===== config.mk =====
export PLATFORM = sky130hd
export DESIGN_NAME = extent_sector_map_top
export DESIGN_NICKNAME = d
export VERILOG_FILES = /design/src/hw/rtl/esm_pkg.sv /design/src/hw/rtl/esm_alu.sv /design/src/hw/rtl/esm_ext_mem.sv /design/src/hw/rtl/esm_cfg.sv /design/src/hw/rtl/extent_sector_map_top.sv
export SDC_FILE = /design/constraint.sdc
export NUM_CORES = 2
export LEC_CHECK = 0
export BUFFER_PORTS_ARGS = -buffer_cell sky130_fd_sc_hd__clkbuf_2
export CORE_ASPECT_RATIO = 1.4
export CORE_UTILIZATION = 35
export CTS_CLUSTER_SIZE = 40
export DETAILED_ROUTE_END_ITERATION = 12
export PLACE_DENSITY = 0.54
export SLEW_MARGIN = 20
export SYNTH_ARGS = -nofsm -noshare
export SYNTH_HDL_FRONTEND = slang
export SYNTH_SLANG_ARGS = --single-unit

===== constraint.sdc =====
create_clock -name clk -period 15.2 [get_ports clk]
set_input_delay 0.76 -clock clk [delete_from_list [all_inputs] [get_ports clk]]
set_output_delay 0.76 -clock clk [all_outputs]
set_load 0.01 [all_outputs]

===== src/hw/rtl/esm_pkg.sv =====
// shared constants, codes and types of the extent sector map
package esm_pkg;

  localparam int SEC_W           = 32;
  localparam int PPS_W           = 11;
  localparam int SQ_W            = 2 * PPS_W;
  localparam int CMD_W           = 2;
  localparam int STAT_W          = 3;
  localparam int LVL_W           = 2;
  localparam int CFG_IDX_W       = 1;
  localparam int CFG_DATA_W      = 32;
  localparam int NUM_EXTENTS_DEF = 12;

  localparam logic [PPS_W-1:0] PPS_RESET  = 11'd128;
  localparam logic [SEC_W-1:0] NULL_RESET = 32'd0;

  // command codes
  localparam logic [CMD_W-1:0] CMD_LOOKUP = 2'd0;
  localparam logic [CMD_W-1:0] CMD_APPEND = 2'd1;
  localparam logic [CMD_W-1:0] CMD_CLEAR  = 2'd2;

  // result status codes
  localparam logic [STAT_W-1:0] STAT_DIRECT     = 3'd0;
  localparam logic [STAT_W-1:0] STAT_INDIRECT   = 3'd1;
  localparam logic [STAT_W-1:0] STAT_APPENDED   = 3'd2;
  localparam logic [STAT_W-1:0] STAT_APPEND_IND = 3'd3;
  localparam logic [STAT_W-1:0] STAT_NULL       = 3'd4;
  localparam logic [STAT_W-1:0] STAT_CLEARED    = 3'd5;
  localparam logic [STAT_W-1:0] STAT_FULL       = 3'd6;

  // indirect levels
  localparam logic [LVL_W-1:0] LVL_NONE   = 2'd0;
  localparam logic [LVL_W-1:0] LVL_SINGLE = 2'd1;
  localparam logic [LVL_W-1:0] LVL_DOUBLE = 2'd2;
  localparam logic [LVL_W-1:0] LVL_TRIPLE = 2'd3;

  // configuration register indexes
  localparam logic [CFG_IDX_W-1:0] CFG_PPS  = 1'd0;
  localparam logic [CFG_IDX_W-1:0] CFG_NULL = 1'd1;

  typedef struct packed {
    logic             sub;
    logic [SEC_W-1:0] a;
    logic [SEC_W-1:0] b;
  } alu_req_t;

  typedef struct packed {
    logic [SEC_W-1:0] sum;
    logic             borrow;
  } alu_res_t;

  typedef struct packed {
    logic             en;
    logic [SEC_W-1:0] start;
    logic [SEC_W-1:0] len;
  } ext_wr_t;

  typedef struct packed {
    logic [PPS_W-1:0] pps;
    logic [SQ_W-1:0]  pps_sq;
    logic [SEC_W-1:0] null_code;
  } cfg_t;

endpackage


===== src/hw/rtl/esm_alu.sv =====
// shared 32-bit add/subtract unit with borrow out
module esm_alu (
  input  esm_pkg::alu_req_t req,
  output esm_pkg::alu_res_t res
);
  import esm_pkg::*;

  logic [SEC_W-1:0] b_eff;
  logic [SEC_W:0]   full;

  assign b_eff = req.sub ? ~req.b : req.b;
  assign full  = {1'b0, req.a} + {1'b0, b_eff} + {{SEC_W{1'b0}}, req.sub};

  assign res.sum    = full[SEC_W-1:0];
  // borrow set when a < b on a subtract
  assign res.borrow = req.sub & ~full[SEC_W];

endmodule


===== src/hw/rtl/esm_ext_mem.sv =====
// extent table: start and length memories, one write and one registered read
module esm_ext_mem #(
  parameter int NUM_EXTENTS = esm_pkg::NUM_EXTENTS_DEF,
  localparam int AW = (NUM_EXTENTS > 1) ? $clog2(NUM_EXTENTS) : 1
) (
  input  logic                    clk,
  input  esm_pkg::ext_wr_t        wr,
  input  logic [AW-1:0]           wr_addr,
  input  logic [AW-1:0]           rd_addr,
  output logic [esm_pkg::SEC_W-1:0] rd_start,
  output logic [esm_pkg::SEC_W-1:0] rd_len
);
  import esm_pkg::*;

  logic [SEC_W-1:0] start_mem_r [NUM_EXTENTS];
  logic [SEC_W-1:0] len_mem_r   [NUM_EXTENTS];
  logic [SEC_W-1:0] rd_start_r;
  logic [SEC_W-1:0] rd_len_r;

  always_ff @(posedge clk) begin
    if (wr.en) begin
      start_mem_r[wr_addr] <= wr.start;
      len_mem_r[wr_addr]   <= wr.len;
    end
    rd_start_r <= start_mem_r[rd_addr];
    rd_len_r   <= len_mem_r[rd_addr];
  end

  assign rd_start = rd_start_r;
  assign rd_len   = rd_len_r;

endmodule


===== src/hw/rtl/esm_cfg.sv =====
// configuration registers, with the squared pointer count kept alongside
module esm_cfg (
  input  logic                         clk,
  input  logic                         rst_n,
  input  logic                         cfg_we,
  input  logic [esm_pkg::CFG_IDX_W-1:0]  cfg_index,
  input  logic [esm_pkg::CFG_DATA_W-1:0] cfg_data,
  output esm_pkg::cfg_t                cfg
);
  import esm_pkg::*;

  logic [PPS_W-1:0] pps_r, pps_nxt;
  logic [SQ_W-1:0]  sq_r, sq_nxt;
  logic [SEC_W-1:0] null_r, null_nxt;
  logic [SQ_W-1:0]  pps_ext;

  assign pps_ext = SQ_W'(cfg_data[PPS_W-1:0]);

  always_comb begin
    pps_nxt  = pps_r;
    sq_nxt   = sq_r;
    null_nxt = null_r;
    if (cfg_we) begin
      case (cfg_index)
        CFG_PPS: begin
          pps_nxt = cfg_data[PPS_W-1:0];
          sq_nxt  = pps_ext * pps_ext;
        end
        CFG_NULL: null_nxt = cfg_data[SEC_W-1:0];
        default: ;
      endcase
    end
  end

  always_ff @(posedge clk) begin
    if (!rst_n) begin
      pps_r  <= PPS_RESET;
      sq_r   <= SQ_W'(PPS_RESET) * SQ_W'(PPS_RESET);
      null_r <= NULL_RESET;
    end else begin
      pps_r  <= pps_nxt;
      sq_r   <= sq_nxt;
      null_r <= null_nxt;
    end
  end

  assign cfg.pps       = pps_r;
  assign cfg.pps_sq    = sq_r;
  assign cfg.null_code = null_r;

endmodule


===== src/hw/rtl/extent_sector_map_top.sv =====
// Extent sector map: one command at a time, walked by a small sequencer around one shared
// add/subtract unit. A lookup walks the extents one per cycle through the single read port
// of the extent table until the hit and adds the offset to its start, or past the used
// extents splits the rest into an indirect level and slot. An append extends the last extent
// when contiguous or fills a new one, or computes the indirect slot when the table is full;
// clear, null and full cases go straight to the result. in_stall is high while a command is
// in work; a finished result waits in the output register while the next command is taken.
// The user must see that configuration is written only while idle; the block does not enforce it.
module extent_sector_map_top #(
  parameter int NUM_EXTENTS = esm_pkg::NUM_EXTENTS_DEF
) (
  input  logic                          clk,
  input  logic                          rst_n,
  input  logic                          in_valid,
  output logic                          in_stall,
  input  logic [esm_pkg::CMD_W-1:0]     in_cmd,
  input  logic [esm_pkg::SEC_W-1:0]     in_logical_index,
  input  logic [esm_pkg::SEC_W-1:0]     in_new_sector,
  output logic                          out_valid,
  input  logic                          out_stall,
  output logic [esm_pkg::STAT_W-1:0]    out_status,
  output logic [esm_pkg::SEC_W-1:0]     out_physical_sector,
  output logic [esm_pkg::LVL_W-1:0]     out_indirect_level,
  output logic [esm_pkg::SEC_W-1:0]     out_indirect_index,
  output logic [esm_pkg::SEC_W-1:0]     out_sector_count,
  input  logic                          cfg_we,
  input  logic [esm_pkg::CFG_IDX_W-1:0]   cfg_index,
  input  logic [esm_pkg::CFG_DATA_W-1:0]  cfg_data
);
  import esm_pkg::*;

  localparam int AW = (NUM_EXTENTS > 1) ? $clog2(NUM_EXTENTS) : 1;
  localparam int CW = $clog2(NUM_EXTENTS + 1);

  localparam logic [3:0] S_IDLE   = 4'd0;
  localparam logic [3:0] S_WALK   = 4'd1;
  localparam logic [3:0] S_PHYS   = 4'd2;
  localparam logic [3:0] S_SPLIT1 = 4'd3;
  localparam logic [3:0] S_SPLIT2 = 4'd4;
  localparam logic [3:0] S_APND   = 4'd5;
  localparam logic [3:0] S_AIND   = 4'd6;
  localparam logic [3:0] S_DONE   = 4'd7;

  cfg_t     cfg;
  alu_req_t alu_req;
  alu_res_t alu_res;
  ext_wr_t  wr;
  logic [AW-1:0]    wr_addr;
  logic [SEC_W-1:0] rd_start, rd_len;

  logic [3:0]       state_r, state_nxt;
  logic [CW-1:0]    cnt_r, cnt_nxt;
  logic [AW-1:0]    idx_r, idx_nxt;
  logic [SEC_W-1:0] rem_r, rem_nxt;
  logic [SEC_W-1:0] nsec_r, nsec_nxt;
  logic             is_app_r, is_app_nxt;
  logic [SEC_W-1:0] total_r, total_nxt;
  logic [SEC_W-1:0] direct_r, direct_nxt;
  logic [SEC_W-1:0] last_start_r, last_start_nxt;
  logic [SEC_W-1:0] last_len_r, last_len_nxt;
  logic [STAT_W-1:0] res_status_r, res_status_nxt;
  logic [SEC_W-1:0]  res_phys_r, res_phys_nxt;
  logic [LVL_W-1:0]  res_level_r, res_level_nxt;
  logic [SEC_W-1:0]  res_sub_r, res_sub_nxt;
  logic              out_valid_r, out_valid_nxt;
  logic [STAT_W-1:0] out_status_r, out_status_nxt;
  logic [SEC_W-1:0]  out_phys_r, out_phys_nxt;
  logic [LVL_W-1:0]  out_level_r, out_level_nxt;
  logic [SEC_W-1:0]  out_sub_r, out_sub_nxt;
  logic [SEC_W-1:0]  out_count_r, out_count_nxt;

  logic [CW-1:0]     last_cnt;
  logic [STAT_W-1:0] ind_status;

  esm_cfg u_cfg (
    .clk       (clk),
    .rst_n     (rst_n),
    .cfg_we    (cfg_we),
    .cfg_index (cfg_index),
    .cfg_data  (cfg_data),
    .cfg       (cfg)
  );

  esm_alu u_alu (
    .req (alu_req),
    .res (alu_res)
  );

  esm_ext_mem #(.NUM_EXTENTS(NUM_EXTENTS)) u_mem (
    .clk      (clk),
    .wr       (wr),
    .wr_addr  (wr_addr),
    .rd_addr  (idx_nxt),
    .rd_start (rd_start),
    .rd_len   (rd_len)
  );

  assign last_cnt   = cnt_r - 1'b1;
  assign ind_status = is_app_r ? STAT_APPEND_IND : STAT_INDIRECT;

  always_comb begin
    state_nxt      = state_r;
    cnt_nxt        = cnt_r;
    idx_nxt        = idx_r;
    rem_nxt        = rem_r;
    nsec_nxt       = nsec_r;
    is_app_nxt     = is_app_r;
    total_nxt      = total_r;
    direct_nxt     = direct_r;
    last_start_nxt = last_start_r;
    last_len_nxt   = last_len_r;
    res_status_nxt = res_status_r;
    res_phys_nxt   = res_phys_r;
    res_level_nxt  = res_level_r;
    res_sub_nxt    = res_sub_r;
    out_valid_nxt  = out_valid_r;
    out_status_nxt = out_status_r;
    out_phys_nxt   = out_phys_r;
    out_level_nxt  = out_level_r;
    out_sub_nxt    = out_sub_r;
    out_count_nxt  = out_count_r;
    alu_req        = '0;
    wr             = '0;
    wr_addr        = '0;

    if (out_valid_r && !out_stall) begin
      out_valid_nxt = 1'b0;
    end

    case (state_r)
      S_IDLE: begin
        // keep entry 0 on the read port so the walk starts at once
        idx_nxt = '0;
        if (in_valid) begin
          res_phys_nxt  = '0;
          res_level_nxt = LVL_NONE;
          res_sub_nxt   = '0;
          is_app_nxt    = 1'b0;
          rem_nxt       = in_logical_index;
          nsec_nxt      = in_new_sector;
          case (in_cmd)
            CMD_CLEAR: begin
              cnt_nxt        = '0;
              total_nxt      = '0;
              direct_nxt     = '0;
              last_start_nxt = '0;
              last_len_nxt   = '0;
              res_status_nxt = STAT_CLEARED;
              state_nxt      = S_DONE;
            end
            CMD_APPEND: begin
              is_app_nxt = 1'b1;
              if (in_new_sector == cfg.null_code) begin
                res_status_nxt = STAT_NULL;
                state_nxt      = S_DONE;
              end else if (total_r == '1) begin
                res_status_nxt = STAT_FULL;
                state_nxt      = S_DONE;
              end else begin
                state_nxt = S_APND;
              end
            end
            default: begin
              // lookup, and the unused code behaves the same
              state_nxt = (cnt_r == '0) ? S_SPLIT1 : S_WALK;
            end
          endcase
        end
      end

      S_WALK: begin
        // rem holds the index minus the lengths walked so far
        alu_req = '{sub: 1'b1, a: rem_r, b: rd_len};
        if (alu_res.borrow) begin
          state_nxt = S_PHYS;
        end else begin
          rem_nxt = alu_res.sum;
          if (CW'(idx_r) == last_cnt) begin
            state_nxt = S_SPLIT1;
          end else begin
            idx_nxt = idx_r + 1'b1;
          end
        end
      end

      S_PHYS: begin
        alu_req        = '{sub: 1'b0, a: rd_start, b: rem_r};
        res_phys_nxt   = alu_res.sum;
        res_status_nxt = STAT_DIRECT;
        state_nxt      = S_DONE;
      end

      S_SPLIT1: begin
        alu_req        = '{sub: 1'b1, a: rem_r, b: SEC_W'(cfg.pps)};
        res_status_nxt = ind_status;
        if (alu_res.borrow) begin
          res_level_nxt = LVL_SINGLE;
          res_sub_nxt   = rem_r;
          state_nxt     = S_DONE;
        end else begin
          rem_nxt   = alu_res.sum;
          state_nxt = S_SPLIT2;
        end
      end

      S_SPLIT2: begin
        alu_req   = '{sub: 1'b1, a: rem_r, b: SEC_W'(cfg.pps_sq)};
        state_nxt = S_DONE;
        if (alu_res.borrow) begin
          res_level_nxt = LVL_DOUBLE;
          res_sub_nxt   = rem_r;
        end else begin
          res_level_nxt = LVL_TRIPLE;
          res_sub_nxt   = alu_res.sum;
        end
      end

      S_APND: begin
        // contiguity test against the end of the last used extent
        alu_req = '{sub: 1'b0, a: last_start_r, b: last_len_r};
        if (cnt_r != '0 && alu_res.sum == nsec_r) begin
          wr.en          = 1'b1;
          wr.start       = last_start_r;
          wr.len         = last_len_r + 1'b1;
          wr_addr        = last_cnt[AW-1:0];
          last_len_nxt   = last_len_r + 1'b1;
          direct_nxt     = direct_r + 1'b1;
          total_nxt      = total_r + 1'b1;
          res_status_nxt = STAT_APPENDED;
          state_nxt      = S_DONE;
        end else if (cnt_r < CW'(NUM_EXTENTS)) begin
          wr.en          = 1'b1;
          wr.start       = nsec_r;
          wr.len         = SEC_W'(1);
          wr_addr        = cnt_r[AW-1:0];
          last_start_nxt = nsec_r;
          last_len_nxt   = SEC_W'(1);
          cnt_nxt        = cnt_r + 1'b1;
          direct_nxt     = direct_r + 1'b1;
          total_nxt      = total_r + 1'b1;
          res_status_nxt = STAT_APPENDED;
          state_nxt      = S_DONE;
        end else begin
          state_nxt = S_AIND;
        end
      end

      S_AIND: begin
        // sectors already past the direct extents
        alu_req   = '{sub: 1'b1, a: total_r, b: direct_r};
        rem_nxt   = alu_res.sum;
        total_nxt = total_r + 1'b1;
        state_nxt = S_SPLIT1;
      end

      S_DONE: begin
        if (!out_valid_r || !out_stall) begin
          out_valid_nxt  = 1'b1;
          out_status_nxt = res_status_r;
          out_phys_nxt   = res_phys_r;
          out_level_nxt  = res_level_r;
          out_sub_nxt    = res_sub_r;
          out_count_nxt  = total_r;
          state_nxt      = S_IDLE;
        end
      end

      default: state_nxt = S_IDLE;
    endcase
  end

  always_ff @(posedge clk) begin
    if (!rst_n) begin
      state_r      <= S_IDLE;
      cnt_r        <= '0;
      total_r      <= '0;
      direct_r     <= '0;
      last_start_r <= '0;
      last_len_r   <= '0;
      out_valid_r  <= 1'b0;
    end else begin
      state_r      <= state_nxt;
      cnt_r        <= cnt_nxt;
      total_r      <= total_nxt;
      direct_r     <= direct_nxt;
      last_start_r <= last_start_nxt;
      last_len_r   <= last_len_nxt;
      out_valid_r  <= out_valid_nxt;
    end
  end

  always_ff @(posedge clk) begin
    idx_r        <= idx_nxt;
    rem_r        <= rem_nxt;
    nsec_r       <= nsec_nxt;
    is_app_r     <= is_app_nxt;
    res_status_r <= res_status_nxt;
    res_phys_r   <= res_phys_nxt;
    res_level_r  <= res_level_nxt;
    res_sub_r    <= res_sub_nxt;
    out_status_r <= out_status_nxt;
    out_phys_r   <= out_phys_nxt;
    out_level_r  <= out_level_nxt;
    out_sub_r    <= out_sub_nxt;
    out_count_r  <= out_count_nxt;
  end

  assign in_stall            = (state_r != S_IDLE);
  assign out_valid           = out_valid_r;
  assign out_status          = out_status_r;
  assign out_physical_sector = out_phys_r;
  assign out_indirect_level  = out_level_r;
  assign out_indirect_index  = out_sub_r;
  assign out_sector_count    = out_count_r;

  a_cnt_bound: assert property (@(posedge clk) disable iff (!rst_n)
    cnt_r <= CW'(NUM_EXTENTS))
    else $error("extent fill count beyond table depth");

  a_direct_le_total: assert property (@(posedge clk) disable iff (!rst_n)
    direct_r <= total_r)
    else $error("direct sector total exceeds file sector count");

  a_level_status: assert property (@(posedge clk) disable iff (!rst_n)
    out_valid_r |-> ((out_level_r != LVL_NONE) ==
                     (out_status_r == STAT_INDIRECT || out_status_r == STAT_APPEND_IND)))
    else $error("indirect level does not match status");

  a_clear_count: assert property (@(posedge clk) disable iff (!rst_n)
    (out_valid_r && out_status_r == STAT_CLEARED) |-> out_count_r == '0)
    else $error("clear result with nonzero sector count");

  a_done_loads: assert property (@(posedge clk) disable iff (!rst_n)
    (state_r == S_DONE && !out_valid_r) |=> (out_valid_r && state_r == S_IDLE))
    else $error("finished result not moved to output register");

endmodule


# Word level (Yosys, flattened, before mapping)
# Memory sizes are Yosys's and may differ from the RTL's. A register that Yosys moved wholly into a read port is not among the register bits.
# Index checks and enable logic that the tools add are counted.
# word_totals
out_inout_bits	103
input_bits	104
elab_cells	158
ramBits	768
mem_count	2
register_bits	441
# mem_list
memory	words	width	rd	rd_clocked_by_memory_dff	wr	line_no	rtl
u_mem.len_mem_r	12	32	1	1	1	esm_ext_mem.sv:16	logic [SEC_W-1:0] len_mem_r [NUM_EXTENTS];
u_mem.start_mem_r	12	32	1	1	1	esm_ext_mem.sv:15	logic [SEC_W-1:0] start_mem_r [NUM_EXTENTS];
# op_classes
muxes	67
bitwise	4
n_mul	1
order_cmp	1
eq_ne	23
n_addsub	8
reduce_logical	29
# op_table
op	n
32-bit 2-to-1 mux	15
65-bit one-hot mux with 6 select lines	1
32-bit one-hot mux with 3 select lines	3
32-bit one-hot mux with 2 select lines	4
65-bit 2-to-1 mux	3
32-bit by 1-bit adder with 32-bit output, second input constant	3
32-bit equality test	2
4-bit 2-to-1 mux	13
32-bit by 32-bit adder with 33-bit output	1
33-bit by 1-bit adder with 33-bit output	1
32-bit equality test, second input constant	1
32-bit inverter	1
4-bit one-hot mux with 7 select lines	1
11-bit by 11-bit multiplier with 22-bit output	1
4-bit by 3-bit equality test with 1-bit output, second input constant	4
4-bit one-hot mux with 2 select lines	2
3-bit 2-to-1 mux	5
2-bit 2-to-1 mux	7
3-bit one-hot mux with 2 select lines	2
3-bit one-hot mux with 4 select lines	1
2-bit AND reduction	6
4-bit nonzero test	3
2-bit inequality test, second input constant	5
5-bit AND reduction	2
25 further kinds	46

# Longest topological paths before layout
# logic_depth
depth_word	12
depth_mapped	29
ltp_nobuf	25

# Cells and area by module
# A second synthesis with hierarchy kept.
# unflattened
cells_unflattened	4067
hier_area_um2	56644.3
# by_module_without_submodules
module	instances	cells_per_inst	area_each_um2	seq_area_each_um2
esm_ext_mem	1	1307	30292.8	24343.3
extent_sector_map_top	1	1751	18421.4	9859.5
esm_cfg	1	680	5640.4	1261.2
esm_alu	1	329	2289.7	0.0

# Worst setup path before layout
# No wires, ideal clock.
# synth_path
kind	reg2reg
startpoint	reg state_r[1]
endpoint	mem u_mem.len_mem_r[0][0], enable pin
path_stages_with_launch	26
path_slack_ns	4.671
required_ns	14.635
synth_period_minus_slack_ns	10.529
arrival_ns	9.964
n_path_buf	6
setup_time_ns	0.565
path_cell_list	dfxtp_1 buf_6 clkbuf_1 clkbuf_1 clkbuf_1 mux2i_1 nor2_1 a21oi_1 a21oi_1 ha_1 buf_2 xnor2_1 xnor2_1 or3b_2 or2_2 a31o_2 a211o_1 a2111oi_0 o2111a_1 o2111ai_1 nor4_2 nand3_1 buf_2 nor4_1 nor2_1 nor3_1
# synth_via
elab_chain_cells	12
word_cells_on_any_way	19
classes_between	add/sub (2); eq/ne (7); mux (8); bitwise (1); reduce/logical (1)
# synth_rtl
item	line_no	rtl
start, declared	extent_sector_map_top.sv:51	logic [3:0] state_r, state_nxt;
start signal, assigned	extent_sector_map_top.sv:282	state_r <= state_nxt;
4-bit by 3-bit equality test with 1-bit output (tied with other cells)	extent_sector_map_top.sv:130	case (state_r)
65-bit one-hot mux with 6 select lines	extent_sector_map_top.sv:130	
32-bit inverter	esm_alu.sv:11	assign b_eff = req.sub ? ~req.b : req.b;
32-bit 2-to-1 mux	esm_alu.sv:11	
32-bit by 32-bit adder with 33-bit output	esm_alu.sv:12	assign full = {1'b0, req.a} + {1'b0, b_eff} + {{SEC_W{1'b0}}, req.sub};
33-bit by 1-bit adder with 33-bit output	esm_alu.sv:12	
32-bit equality test	extent_sector_map_top.sv:221	if (cnt_r != '0 && alu_res.sum == nsec_r) begin
1-bit logical AND	extent_sector_map_top.sv:221	
65-bit 2-to-1 mux	extent_sector_map_top.sv:221	
65-bit 2-to-1 mux	extent_sector_map_top.sv:130	
1-bit 2-to-1 mux	esm_ext_mem.sv:21	if (wr.en) begin
1-bit 2-to-1 mux (implied by the code)	esm_ext_mem.sv:23	len_mem_r[wr_addr] <= wr.len;
end, declared	esm_ext_mem.sv:16	
# Several ways; a longest one is shown, not always the timed one.

# Final worst setup path
# layout_path
startpoint	reg state_r[0]
endpoint	mem u_mem.start_mem_r[11][8], enable pin
# layout_via
elab_chain_cells	12
word_cells_on_any_way	19
classes_between	add/sub (2); eq/ne (7); mux (8); bitwise (1); reduce/logical (1)
# layout_rtl
item	line_no	rtl
4-bit by 3-bit equality test with 1-bit output (tied with other cells)	extent_sector_map_top.sv:130	
65-bit one-hot mux with 6 select lines	extent_sector_map_top.sv:130	
32-bit inverter	esm_alu.sv:11	
32-bit 2-to-1 mux	esm_alu.sv:11	
32-bit by 32-bit adder with 33-bit output	esm_alu.sv:12	
33-bit by 1-bit adder with 33-bit output	esm_alu.sv:12	
32-bit equality test	extent_sector_map_top.sv:221	
1-bit logical AND	extent_sector_map_top.sv:221	
65-bit 2-to-1 mux	extent_sector_map_top.sv:221	
65-bit 2-to-1 mux	extent_sector_map_top.sv:130	
1-bit 2-to-1 mux	esm_ext_mem.sv:21	
1-bit 2-to-1 mux (implied by the code)	esm_ext_mem.sv:22	start_mem_r[wr_addr] <= wr.start;
end, declared	esm_ext_mem.sv:15	
# Several ways; a longest one is shown, not always the timed one.

==> metrics <==
status finished, final reports clean; DIE WIDTH 347 um; HPWL Detailed 140,000 um; top cell type's share of synthesized area 51.5%; synthesized instance count 5,223; WHS Endpoint nsec_r[10]$_DFFE_PP_; cell depth of the worst hold path 1; fin cells 7,522; Synth Warn # 0; Crit Path Max Fanout 70; FF+latch count, synth 1,270; Vias 42,900; Post-synth EDFFs 1,003; top-count cell post-synth edfxtp_1; biggest regs u_mem.len_mem_r x384, u_mem.start_mem_r x384; Area contributors post-synth edfxtp_1 51%, dfxtp_1 9.1%, a21oi_1 5.2%; Port Buf Inserts 206; CP endpoint kind flop; worst IR drop on VDD 0.000136 V; die area 169,000 sq um; capturing point of the worst reg2reg path u_mem.start_mem_r[11][8]$_DFFE_PP_; synth unique cells 97; HP Class primary input to flop; Commonest cells post-synth 1,003 x edfxtp_1, 718 x nand2_1, 612 x a21oi_1; initial antenna violation count 11; Req. time, crit path 15.58 ns; post-cts sizing count 0; hold_buf cts 0; Antenna Nets Post-Route 0; Worst-Skew Late Latency 0.79 ns; fraction of registers with async set/reset 0%; slew at the pin closest to its max-slew limit 1.18 ns; Final setup viols 0; Reg2Reg Depth 19; fin crit share 67.9%; unrepaired setup endpoints after global routing no; Reg2Reg Setup Slack 4.87 ns; largest net degree at the start of global routing 211; Hold Vio Cnt, Final 0; Die Y 486 um; first-pass GRT wire length 297,000 um; clock root cell clkbuf_16; DP Area 61,700 sq um; r2r startpoint state_r[0]$_SDFFE_PN0P_; crit path DAT 10.71 ns; vias in the first global route 41,000; core area 166,000 sq um; post-synthesis average cell area 11.2 sq um; nature of the critical path startpoint flop; fraction of layout cells with a size suffix above 1 10.7%; clock transition at the registers of the reported paths 0.07 ns; CTS max path bufs 3; Yosys top cell by area edfxtp_1; CTS tree yes; Area Overhead vs Synth 12.9%; crit path time final 10.33 ns; total number of H-tree levels 3; placer congestion estimate 1.03; CTS buffer count 117; Hold Startpoint in_new_sector[10]; sequential cell area fraction in the yosys report 60.6%; crit path kind flop to flop; I/O pins 207; max-cap violations 0; Cells after DPL 7,294; Final Skew 0.0358 ns; initial core utilization 35.2%; post-CTS setup buffers 0; Pwr per Cell Area 222 nW/um^2; Final Cell Area 66,100 sq um; Total GRT Usage 24.2%; most common flop cell mapped by yosys edfxtp_1; WL final 209,000 um; routed len/inst 27.7 um; total congestion overflow 0; vias per inst 5.70; floorplan row count 177; Post-Syn Area 58,500 sq um; # DRC 0; NumNets Final 5,526; first-pass iteration count of the detailed router 6; Clock Sinks 1,270; Slew headroom 21.4%; violation count after the first detailed-routing iteration 3,921; leakage power 23.2 nW; final number of max-transition violations 0; Max Clk Rate 96.8 MHz; setup_tns 0 ns
worst max-delay path, stage by stage, from the launching register on:
cell	delay (ns)
dfxtp_4	0.77
buf_4	0.75
nand2b_1	0.70
a32oi_1	0.45
ha_1	0.46
a21oi_1	0.35
nand2_1	0.09
o32ai_1	0.54
o21ai_0	0.49
or2_2	0.43
a311oi_1	0.84
xnor2_1	0.27
nand4b_1	0.19
nor4_2	0.55
nand3_1	0.14
buf_4	0.26
inv_1	0.40
a21oi_1	0.39
nor2_4	0.86
buf_4	0.80
metrics by stage:
stage / power (mW) / worst slack (ns) / util (%) / hold WS, ns
final: 14.7 / 4.87 / 39.8 / 0.202
after global routing: 15.3 / 4.46 / 39.8 / 0.183
after CTS: 14.6 / 5.05 / 39.7 / 0.176
after detailed placement: 11.3 / 5.13 / 37.1 / 0.405
after global placement: 11.3 / 5.09 / 37.1 / 0.400
after floorplan: 8.77 / 4.67 / - / 0.400
placed cells by master (no fill, tap or decap), types with 92 or more instances in the layout:
cell type and n:
edfxtp_1 1003, nand2_1 715, a21oi_1 607, o21ai_0 357, nor2_1 337, dfxtp_1 264
clkbuf_2 206, and3_1 161, inv_1 141, clkbuf_16 117, xor2_1 97, ha_1 92
power breakdown:
part	internal (mW)	total, mW	switching (mW)
registers	4.27	4.80	0.522
logic	2.09	6.59	4.50
clock network	1.90	3.29	1.39
total	8.26	14.7	6.41
how the worst max path moves through the flow:
stage	cells after the start	from	slack [ns]	end
floorplan	25	state_r[1]$_SDFFE_PN0P_	4.67	u_mem.len_mem_r[0][0]$_DFFE_PP_
global placement	19	state_r[0]$_SDFFE_PN0P_	5.09	u_mem.len_mem_r[11][3]$_DFFE_PP_
detailed placement	19	state_r[0]$_SDFFE_PN0P_	5.13	u_mem.start_mem_r[11][14]$_DFFE_PP_
CTS	19	state_r[0]$_SDFFE_PN0P_	5.05	u_mem.start_mem_r[11][14]$_DFFE_PP_
global route	22	state_r[0]$_SDFFE_PN0P_	4.46	u_mem.rd_start[25]$_DFF_P_
finish	19	state_r[0]$_SDFFE_PN0P_	4.87	u_mem.start_mem_r[11][8]$_DFFE_PP_
final cells by class:
cell class | instances | area, sq um
clock buffers | 144 | 3150
inverters | 146 | 566
fillers | 15900 | 100000
well taps | 2148 | 2690
diodes | 4 | 10.0
multi-input cells | 3449 | 21300
flip-flops and latches | 1270 | 35500
clock inverters | 79 | 1180
repair buffers | 282 | 1680
cells by family after synthesis:
family,after synthesis,synth area share [%]
fa+ha+maj,157,4.18
compound gates,1491,15.8
simple gates,1553,12.0
other cells,1,0.00641
flops,1270,60.6
xor+xnor,191,2.93
mux,55,0.984
buf+inv,505,3.39
layer usage:
layer / wire, um / vias to the layer above / share of wire (%) / track usage, %
li1: - / 19300 / - / -
met3: 13200 / 456 / 6.3 / 4.25
met1: 77900 / 21500 / 37 / 27.9
met2: 100000 / 1669 / 48 / 40.5
met4: 17300 / 8 / 8.3 / 17.6
met5: 55 / - / 0.026 / 0
(Power assumes the default switching activity.)
